$ cat src/hdl/dmb_pkg.sv
// Shared types, constants and helper functions of the decimal Morse blinker.
// No dependencies; every other file of the block imports this package.
`default_nettype none

package dmb_pkg;

  // Largest number of decimal digits that a value is written with.
  localparam int unsigned MaxDigits = 5;

  // Reset values of the two duration registers, in milliseconds.
  localparam logic [15:0] ShortMsReset = 16'd100;
  localparam logic [15:0] LongMsReset  = 16'd300;

  // Register indexes of the configuration port.
  localparam logic CfgShortMs = 1'b0;
  localparam logic CfgLongMs  = 1'b1;

  // Digit queue between front and back; the depth must be a power of two.
  localparam int unsigned QueueDepth = 4;
  localparam int unsigned QueuePtrW  = $clog2(QueueDepth);

  // Binary to BCD conversion shifts one input bit per cycle.
  localparam int unsigned ValueW = 32;
  localparam int unsigned ConvCntW = $clog2(ValueW);

  // Each digit gives ten segments: five elements, each followed by a gap.
  localparam logic [3:0] SegFinal = 4'd9;

  typedef enum logic [1:0] {
    FS_IDLE,
    FS_CONV,
    FS_EMIT
  } front_state_e;

  typedef struct packed {
    logic [3:0] digit;
    logic       last;
  } entry_t;

  // Largest value with n decimal digits, evaluated at elaboration only.
  function automatic logic [33:0] max_value(int unsigned n);
    logic [33:0] v;
    v = 34'd1;
    for (int unsigned i = 0; i < n; i++) begin
      v = v * 34'd10;
    end
    return v - 34'd1;
  endfunction

  // True when element pos (0..4) of the Morse pattern of digit d is a dash.
  function automatic logic elem_is_dash(logic [3:0] d, logic [2:0] pos);
    logic res;
    if (d == 4'd0) begin
      res = 1'b1;
    end else if (d <= 4'd5) begin
      res = ({1'b0, pos} >= d);
    end else begin
      res = ({1'b0, pos} < (d - 4'd5));
    end
    return res;
  endfunction

endpackage

`default_nettype wire

$ cat src/hdl/dmb_front.sv
// Front end: accepts a number, clamps it, converts it to BCD by shift-and-add-3
// and pushes its digits, leading zeros dropped, into the digit queue. Uses dmb_pkg.
`default_nettype none

module dmb_front #(
  parameter int unsigned MAX_DIGITS = dmb_pkg::MaxDigits
) (
  input  wire logic                          clk_i,
  input  wire logic                          rst_ni,
  input  wire logic                          in_valid_i,
  output logic                               in_ready_o,
  input  wire logic [dmb_pkg::ValueW-1:0]    value_i,
  input  wire logic                          q_full_i,
  output logic                               q_push_o,
  output dmb_pkg::entry_t                    q_entry_o
);
  import dmb_pkg::*;

  localparam int unsigned BcdW = 4 * MAX_DIGITS;
  localparam int unsigned IdxW = (MAX_DIGITS > 1) ? $clog2(MAX_DIGITS) : 1;
  localparam logic [33:0] Limit = max_value(MAX_DIGITS);

  front_state_e        state_q, state_d;
  logic [ValueW-1:0]   sh_q, sh_d;
  logic [BcdW-1:0]     bcd_q, bcd_d, bcd_adj;
  logic [ConvCntW-1:0] cnt_q, cnt_d;
  logic [IdxW-1:0]     idx_q, idx_d;
  logic                started_q, started_d;
  logic [ValueW-1:0]   clamped;
  logic [3:0]          cur_digit;
  logic                is_lead;
  logic                in_xfer;
  logic                conv_done;

  assign in_xfer   = in_valid_i && in_ready_o;
  assign conv_done = (cnt_q == ConvCntW'(ValueW - 1));
  assign clamped   = ({2'b00, value_i} > Limit) ? Limit[ValueW-1:0] : value_i;
  assign cur_digit = bcd_q[idx_q * 4 +: 4];
  // A zero ahead of the first nonzero digit is skipped, but never the units digit.
  assign is_lead   = (cur_digit == 4'd0) && !started_q && (idx_q != '0);

  always_comb begin
    for (int unsigned i = 0; i < MAX_DIGITS; i++) begin
      bcd_adj[i * 4 +: 4] = (bcd_q[i * 4 +: 4] >= 4'd5) ? bcd_q[i * 4 +: 4] + 4'd3
                                                         : bcd_q[i * 4 +: 4];
    end
  end

  // Next state.
  always_comb begin
    state_d = state_q;
    unique case (state_q)
      FS_IDLE: if (in_valid_i) state_d = FS_CONV;
      FS_CONV: if (conv_done) state_d = FS_EMIT;
      FS_EMIT: if (q_push_o && (idx_q == '0)) state_d = FS_IDLE;
      default: state_d = FS_IDLE;
    endcase
  end

  // Outputs.
  always_comb begin
    in_ready_o = 1'b0;
    q_push_o   = 1'b0;
    unique case (state_q)
      FS_IDLE: in_ready_o = 1'b1;
      FS_CONV: ;
      FS_EMIT: q_push_o = !is_lead && !q_full_i;
      default: ;
    endcase
    q_entry_o.digit = cur_digit;
    q_entry_o.last  = (idx_q == '0);
  end

  // Datapath.
  always_comb begin
    sh_d      = sh_q;
    bcd_d     = bcd_q;
    cnt_d     = cnt_q;
    idx_d     = idx_q;
    started_d = started_q;
    if (in_xfer) begin
      sh_d  = clamped;
      bcd_d = '0;
      cnt_d = '0;
    end else if (state_q == FS_CONV) begin
      sh_d  = {sh_q[ValueW-2:0], 1'b0};
      bcd_d = {bcd_adj[BcdW-2:0], sh_q[ValueW-1]};
      cnt_d = cnt_q + ConvCntW'(1);
      if (conv_done) begin
        idx_d     = IdxW'(MAX_DIGITS - 1);
        started_d = 1'b0;
      end
    end else if (state_q == FS_EMIT) begin
      if (q_push_o) begin
        started_d = 1'b1;
      end
      if ((q_push_o || is_lead) && (idx_q != '0)) begin
        idx_d = idx_q - IdxW'(1);
      end
    end
  end

  always_ff @(posedge clk_i or negedge rst_ni) begin
    if (!rst_ni) begin
      state_q <= FS_IDLE;
    end else begin
      state_q <= state_d;
    end
  end

  always_ff @(posedge clk_i) begin
    sh_q      <= sh_d;
    bcd_q     <= bcd_d;
    cnt_q     <= cnt_d;
    idx_q     <= idx_d;
    started_q <= started_d;
  end

endmodule

`default_nettype wire

$ cat src/hdl/dmb_queue.sv
// Short digit queue between the front and back ends of the blinker.
// Register-based FIFO with first-word fall-through; uses dmb_pkg.
`default_nettype none

module dmb_queue (
  input  wire logic            clk_i,
  input  wire logic            rst_ni,
  input  wire logic            push_i,
  input  wire dmb_pkg::entry_t entry_i,
  output logic                 full_o,
  input  wire logic            pop_i,
  output logic                 empty_o,
  output dmb_pkg::entry_t      head_o
);
  import dmb_pkg::*;

  entry_t               mem_q [QueueDepth];
  logic [QueuePtrW-1:0] wr_ptr_q, rd_ptr_q;
  logic [QueuePtrW:0]   count_q;

  assign full_o  = (count_q == (QueuePtrW + 1)'(QueueDepth));
  assign empty_o = (count_q == '0);
  assign head_o  = mem_q[rd_ptr_q];

  always_ff @(posedge clk_i or negedge rst_ni) begin
    if (!rst_ni) begin
      wr_ptr_q <= '0;
      rd_ptr_q <= '0;
      count_q  <= '0;
    end else begin
      if (push_i) begin
        wr_ptr_q <= wr_ptr_q + QueuePtrW'(1);
      end
      if (pop_i) begin
        rd_ptr_q <= rd_ptr_q + QueuePtrW'(1);
      end
      if (push_i && !pop_i) begin
        count_q <= count_q + (QueuePtrW + 1)'(1);
      end else if (pop_i && !push_i) begin
        count_q <= count_q - (QueuePtrW + 1)'(1);
      end
    end
  end

  always_ff @(posedge clk_i) begin
    if (push_i) begin
      mem_q[wr_ptr_q] <= entry_i;
    end
  end

`ifndef SYNTH
  a_no_overflow: assert property (@(posedge clk_i) disable iff (!rst_ni)
    push_i |-> !full_o)
    else $error("digit queue written while full");

  a_no_underflow: assert property (@(posedge clk_i) disable iff (!rst_ni)
    pop_i |-> !empty_o)
    else $error("digit queue read while empty");
`endif

endmodule

`default_nettype wire

$ cat src/hdl/dmb_back.sv
// Back end: takes one digit at a time from the queue and plays out its ten
// Morse segments on the result channel. Uses dmb_pkg.
`default_nettype none

module dmb_back (
  input  wire logic            clk_i,
  input  wire logic            rst_ni,
  input  wire logic            q_empty_i,
  input  wire dmb_pkg::entry_t q_head_i,
  output logic                 q_pop_o,
  input  wire logic [15:0]     short_ms_i,
  input  wire logic [15:0]     long_ms_i,
  output logic                 out_valid_o,
  input  wire logic            out_ready_i,
  output logic                 led_on_o,
  output logic [15:0]          duration_o,
  output logic                 last_o
);
  import dmb_pkg::*;

  logic       busy_q;
  logic [3:0] seg_q;
  entry_t     ent_q;
  logic       out_xfer;
  logic       seg_end;
  logic       dash;

  assign out_valid_o = busy_q;
  assign out_xfer    = busy_q && out_ready_i;
  assign seg_end     = (seg_q == SegFinal);
  // The next digit is loaded in the cycle the last segment of this one transfers.
  assign q_pop_o     = !q_empty_i && (!busy_q || (out_xfer && seg_end));

  // Even segments are elements (light on), odd segments are gaps.
  assign dash       = elem_is_dash(ent_q.digit, seg_q[3:1]);
  assign led_on_o   = !seg_q[0];
  assign duration_o = seg_q[0] ? (seg_end ? long_ms_i : short_ms_i)
                               : (dash ? long_ms_i : short_ms_i);
  assign last_o     = seg_end && ent_q.last;

  always_ff @(posedge clk_i or negedge rst_ni) begin
    if (!rst_ni) begin
      busy_q <= 1'b0;
      seg_q  <= '0;
    end else if (q_pop_o) begin
      busy_q <= 1'b1;
      seg_q  <= '0;
    end else if (out_xfer && seg_end) begin
      busy_q <= 1'b0;
    end else if (out_xfer) begin
      seg_q <= seg_q + 4'd1;
    end
  end

  always_ff @(posedge clk_i) begin
    if (q_pop_o) begin
      ent_q <= q_head_i;
    end
  end

`ifndef SYNTH
  a_seg_range: assert property (@(posedge clk_i) disable iff (!rst_ni)
    busy_q |-> (seg_q <= SegFinal))
    else $error("segment counter out of range");

  a_digit_held: assert property (@(posedge clk_i) disable iff (!rst_ni)
    (busy_q && !(out_xfer && seg_end)) |=> ($stable(ent_q) && busy_q))
    else $error("digit changed before its last segment transferred");
`endif

endmodule

`default_nettype wire

$ cat src/hdl/decimal_morse_blinker.sv
// Decimal Morse blinker, top level: configuration registers, front end,
// digit queue and back end. Depends on dmb_pkg, dmb_front, dmb_queue, dmb_back.
//
// Usage: a number is transferred on the input channel (in_valid_i/in_ready_o,
// value_i). It is clamped to 10^MAX_DIGITS - 1 and written in decimal without
// leading zeros; zero is sent as the digit 0. Each digit gives ten segments on
// the output channel (out_valid_o/out_ready_i, led_on_o, duration_o, last_o),
// most significant digit first; last_o marks the final segment of the number.
// Durations come from register 0 (short, reset 100) and register 1 (long,
// reset 300) on cfg_we_i/cfg_idx_i/cfg_data_i; write them only while the block
// is idle, which the block itself does not enforce. After an input transfer the
// front end converts the number to BCD, skips leading zeros and pushes each digit
// into the queue; the back end loads the head digit into its segment register.
// The front end accepts the next number once its last digit is pushed, while
// earlier digits still play out. The back end gives one segment per ready cycle
// while digits wait in the queue. When the receiver stalls the segment holds, the
// queue of four digits fills and then the front end and the input channel wait.
// Reset empties the queue, drops any number in progress and restores the register
// defaults.
`default_nettype none

module decimal_morse_blinker #(
  parameter int unsigned MAX_DIGITS = dmb_pkg::MaxDigits
) (
  input  wire logic                       clk_i,
  input  wire logic                       rst_ni,
  input  wire logic                       in_valid_i,
  output logic                            in_ready_o,
  input  wire logic [dmb_pkg::ValueW-1:0] value_i,
  output logic                            out_valid_o,
  input  wire logic                       out_ready_i,
  output logic                            led_on_o,
  output logic [15:0]                     duration_o,
  output logic                            last_o,
  input  wire logic                       cfg_we_i,
  input  wire logic                       cfg_idx_i,
  input  wire logic [15:0]                cfg_data_i
);
  import dmb_pkg::*;

  logic [15:0] short_ms_q;
  logic [15:0] long_ms_q;
  logic        q_push, q_pop, q_full, q_empty;
  entry_t      q_entry, q_head;

  always_ff @(posedge clk_i or negedge rst_ni) begin
    if (!rst_ni) begin
      short_ms_q <= ShortMsReset;
      long_ms_q  <= LongMsReset;
    end else if (cfg_we_i) begin
      unique case (cfg_idx_i)
        CfgShortMs: short_ms_q <= cfg_data_i;
        CfgLongMs:  long_ms_q  <= cfg_data_i;
        default: ;
      endcase
    end
  end

  dmb_front #(
    .MAX_DIGITS(MAX_DIGITS)
  ) u_front (
    .clk_i     (clk_i),
    .rst_ni    (rst_ni),
    .in_valid_i(in_valid_i),
    .in_ready_o(in_ready_o),
    .value_i   (value_i),
    .q_full_i  (q_full),
    .q_push_o  (q_push),
    .q_entry_o (q_entry)
  );

  dmb_queue u_queue (
    .clk_i  (clk_i),
    .rst_ni (rst_ni),
    .push_i (q_push),
    .entry_i(q_entry),
    .full_o (q_full),
    .pop_i  (q_pop),
    .empty_o(q_empty),
    .head_o (q_head)
  );

  dmb_back u_back (
    .clk_i      (clk_i),
    .rst_ni     (rst_ni),
    .q_empty_i  (q_empty),
    .q_head_i   (q_head),
    .q_pop_o    (q_pop),
    .short_ms_i (short_ms_q),
    .long_ms_i  (long_ms_q),
    .out_valid_o(out_valid_o),
    .out_ready_i(out_ready_i),
    .led_on_o   (led_on_o),
    .duration_o (duration_o),
    .last_o     (last_o)
  );

`ifndef SYNTH
  a_last_is_gap: assert property (@(posedge clk_i) disable iff (!rst_ni)
    (out_valid_o && last_o) |-> (!led_on_o && (duration_o == long_ms_q)))
    else $error("final segment is not a long off gap");
`endif

endmodule

`default_nettype wire
$ cat config.mk
export PLATFORM = sky130hd
export DESIGN_NAME = decimal_morse_blinker
export DESIGN_NICKNAME = d
export VERILOG_FILES = /design/src/hdl/dmb_pkg.sv /design/src/hdl/dmb_front.sv /design/src/hdl/dmb_queue.sv /design/src/hdl/dmb_back.sv /design/src/hdl/decimal_morse_blinker.sv
export SDC_FILE = /design/constraint.sdc
export NUM_CORES = 1
export LEC_CHECK = 0
export BUFFER_PORTS_ARGS = -buffer_cell sky130_fd_sc_hd__buf_2
export CORE_MARGIN = 2
export CORE_UTILIZATION = 40
export CTS_BUF_LIST = sky130_fd_sc_hd__clkbuf_8
export DETAILED_ROUTE_END_ITERATION = 12
export GPL_ROUTABILITY_DRIVEN = 0
export SYNTH_ARGS = -nofsm -noshare
export SYNTH_HDL_FRONTEND = slang
export SYNTH_SLANG_ARGS = --single-unit
$ cat constraint.sdc
create_clock -name clk_i -period 3.6 [get_ports clk_i]
set_clock_uncertainty 0.1 [all_clocks]
set_input_delay 0.72 -clock clk_i [delete_from_list [all_inputs] [get_ports clk_i]]
set_output_delay 0.72 -clock clk_i [all_outputs]
set_load 0.1 [all_outputs]
==> impl_metrics.ini <==
[status]
outcome = finished, violations left
violations = setup timing

[worst_setup_path]
cp.arrival_ns = 2.82
r2r_end = u_queue.count_q[1]
critPathMostFrequentCell = buf_4
setup.worst_path.start_class = flop
reg2reg_depth = 8
r2r_start = u_front.idx_q[0]
required_ns = 2.78
crit_type = flop to output pin
crit_cells = 10
r2r_slack_ns = 0.58
crit_start = u_back.ent_q[1]
cpPeakStageDelay_ns = 0.48
critPathBufInv = 5
worstPathMaxFanout = 8
crit_chain = buf_4, buf_4, ha_2, or4_4, a22oi_2, o31ai_2, buf_4, buf_12, mux2_4, buf_12
crit_end = duration_o[7]
cp_slowest_cell = or4_4
critPathCaptureType = output pin
path_delay_family = buffers and inverters

[run]
maxCapViolations = 0

[sta]
post-route-period-util_pct = 101
setup_slack_ns = -0.0379
hold_viol = 0
period_minus_slack_ns = 3.64
setup_viol = 16
whs_ns = 0.363
worst_slew_pin_slew_ns = 0.994
slew_viol_final = 0
max_freq_ghz = 0.275
finalSetupTns_ns = -0.485
max_slew_margin_pct = 33.7
rsz0062_at_grt = yes

[finish]
final_util_pct = 50.1
antenna_cells = 0
fin_nets = 684
fin_cells = 826
drive_gt1_share_pct = 32.5
syn2layout_area_growth_pct = 23.7
fill_cells = 1387
final-seq-area_um2 = 3490
multi_input_area_um2 = 2790

[power]
p_int_mw = 4.39
p_leak_nw = 3.23
power_frac_comb_pct = 44.0
power_frac_clock_pct = 20.9
seq_power_share_pct = 35.1
switchingPower_mw = 2.63
ir_drop_mv = 0.441
switching_share_pct = 37.5
power_density_nw_per_um2 = 893

[cts]
clkLatencyLatePin_ns = 0.42
cts_buffers = 17
h-tree-depth = 4
cts_sinks = 132
cts_root_buf = clkbuf_8
clk_pin_slew_ns = 0.07
cts_tree = done
clockBufferDepth = 2
cts_hold_repair.buffers = 0

[floorplan]
dieHeight_um = 130
die_area_um2 = 16900
core_area_um2 = 15700
num_rows = 46
num_io_pins = 74
initial_utilization_pct = 40.5
fp.dieW_um = 130

[grt]
grt_pass1_wl_um = 19700
grt_overflow = 0
antenna_found_initial = 0
grt_pass1_vias = 4260
grt_max_degree = 47
grt_use_total_pct = 14.8

[synth]
synth-edff-count = 61
synthTopCellsByArea = edfxtp_1 29%, dfrtp_1 15%, mux2_2 8.5%
synth_area_leader_cell = edfxtp_1
yosysSeqAreaShare_pct = 54.9
synth-seq-cells = 132
yosys_warnings = 0
syn-num-nets = 600
netlist-cell-type-count = 56
ys_async_sr_fraction_pct = 34.8
synth_area_um2 = 6360
synth_top_area_share_pct = 28.8
synth-main-ff-cell = edfxtp_1
syn_inst = 513
post_synth.cell_area_avg_um2 = 12.4

[detailed_routing]
viasPerCell = 4.97
drc = 0
drt_wl_total_um = 11700
drtIter0Drc = 184
drt_pass1_iterations = 4
ant_nets = 0
vias = 4109
wire_per_inst_um = 14.1

[place]
preCtsSetupSlack_ns = 0.280
dpl.hpwl_um = 8060
portBuffers = 73
dp_cells = 788

[worst_hold_path]
min_path_type = primary input to asynchronous set/reset pin
## worst min path at each step
stage                       start            endpoint  slack [ns]  cells after the start
2_1_floorplan              rst_ni        long_ms_q[0]        0.32                      0
3_3_place_gp    u_front.bcd_q[19]   u_front.bcd_q[19]        0.36                      2
3_5_place_dp   u_queue.count_q[2]  u_back.out_valid_o        0.38                      2
4_1_cts                    rst_ni     u_back.seg_q[1]        0.38                      1
5_1_grt             cfg_data_i[7]        long_ms_q[7]        0.39                      2
6_report                   rst_ni     u_back.seg_q[1]        0.36                      1
## flip-flops by register name (all words and copies together) (netlist names)
register and count:
long_ms_q 16, u_queue.rd_ptr_q 2, u_front.started_q 1, short_ms_q 16
u_front.bcd_q 20, u_queue.count_q 3, u_front.idx_q 3, u_front.state_q 2
u_back.seg_q 4, u_back.ent_q 5, u_queue.mem_q 20, u_front.cnt_q 5
u_front.sh_q 32, u_queue.wr_ptr_q 2, u_back.out_valid_o 1
## repair_timing
| action | CTS | global route |
|---|---|---|
| gates resized for setup | 26 | 12 |
| endpoints found under the setup margin | 16 | 16 |
| gates cloned | 1 | 0 |
| pin swaps | 2 | 7 |
| buffers inserted | 4 | 2 |
## through the flow
step / total power [mW] / cell area (um^2)
global route: 7.45 / 7870
CTS: 7.04 / 7790
global placement: 5.29 / 7190
floorplan: 4.54 / 6360
detailed placement: 5.38 / 7190
finish: 7.02 / 7870
## final cells by class
type	count	share of cell area, %
clock buffer	18	3.15
multi-input combinational	332	35.5
sequential	132	44.4
timing repair buffer	86	9.26
clock inverter	14	2.93
tap	216	3.44
inverter	28	1.34
## cell usage in the layout (no fill, tap or decap), types with 7 or more instances in the layout
master / count
nand3_1: 10
o21ai_0: 19
buf_12: 18
dfrtp_1: 39
ha_1: 28
nand2b_1: 7
nor2_1: 26
o22a_1: 7
xor2_1: 7
mux2i_1: 18
a21oi_1: 18
buf_4: 11
and2_1: 21
clkbuf_8: 18
xnor2_1: 16
inv_1: 27
mux2_4: 18
nand2_1: 32
buf_2: 57
dfxtp_1: 25
a22o_1: 7
edfxtp_1: 61
mux2_2: 36
dfstp_2: 7
## layer usage
metal  wire (um)  vias to the layer above  track usage, %
met2        5900                       84            25.3
met5           0                        -               0
met1        5170                     2012            18.0
met4          91                        0            4.62
met3         509                        8            4.59
li1            -                     2005               -
## Yosys cell counts (10+ instances only)
cell type and instances:
dfxtp_1 25, inv_1 28, mux2_2 48, ha_1 32
xnor2_1 16, dfrtp_1 39, and2_1 21, mux2i_1 18
nand2_1 32, edfxtp_1 61, nand3_1 10, nor2_1 26
a21oi_1 18, o21ai_0 21, clkbuf_1 16
## power groups by stage
| stage | registers (mW) | clock network, mW | logic [mW] |
|---|---|---|---|
| after floorplan | 2.37 | 0 | 2.17 |
| after global placement | 2.48 | 0 | 2.81 |
| after detailed placement | 2.49 | 0 | 2.89 |
| after CTS | 2.47 | 1.51 | 3.07 |
| after global routing | 2.53 | 1.58 | 3.34 |
| final | 2.47 | 1.47 | 3.09 |
## cell families (layout without fill, tap and decap cells)
family / after synthesis / count (layout) / share of synthesized area (%)
DFF: 132 / 132 / 54.9
and+or+nand+nor: 123 / 123 / 9.70
muxes: 77 / 77 / 14.3
AOI/OAI and AO/OA: 76 / 76 / 8.21
buffers and inverters: 49 / 146 / 3.09
adders and majority gates: 33 / 33 / 6.61
xor gates and xnor gates: 23 / 23 / 3.17
Power figures use the tool's default switching activity.
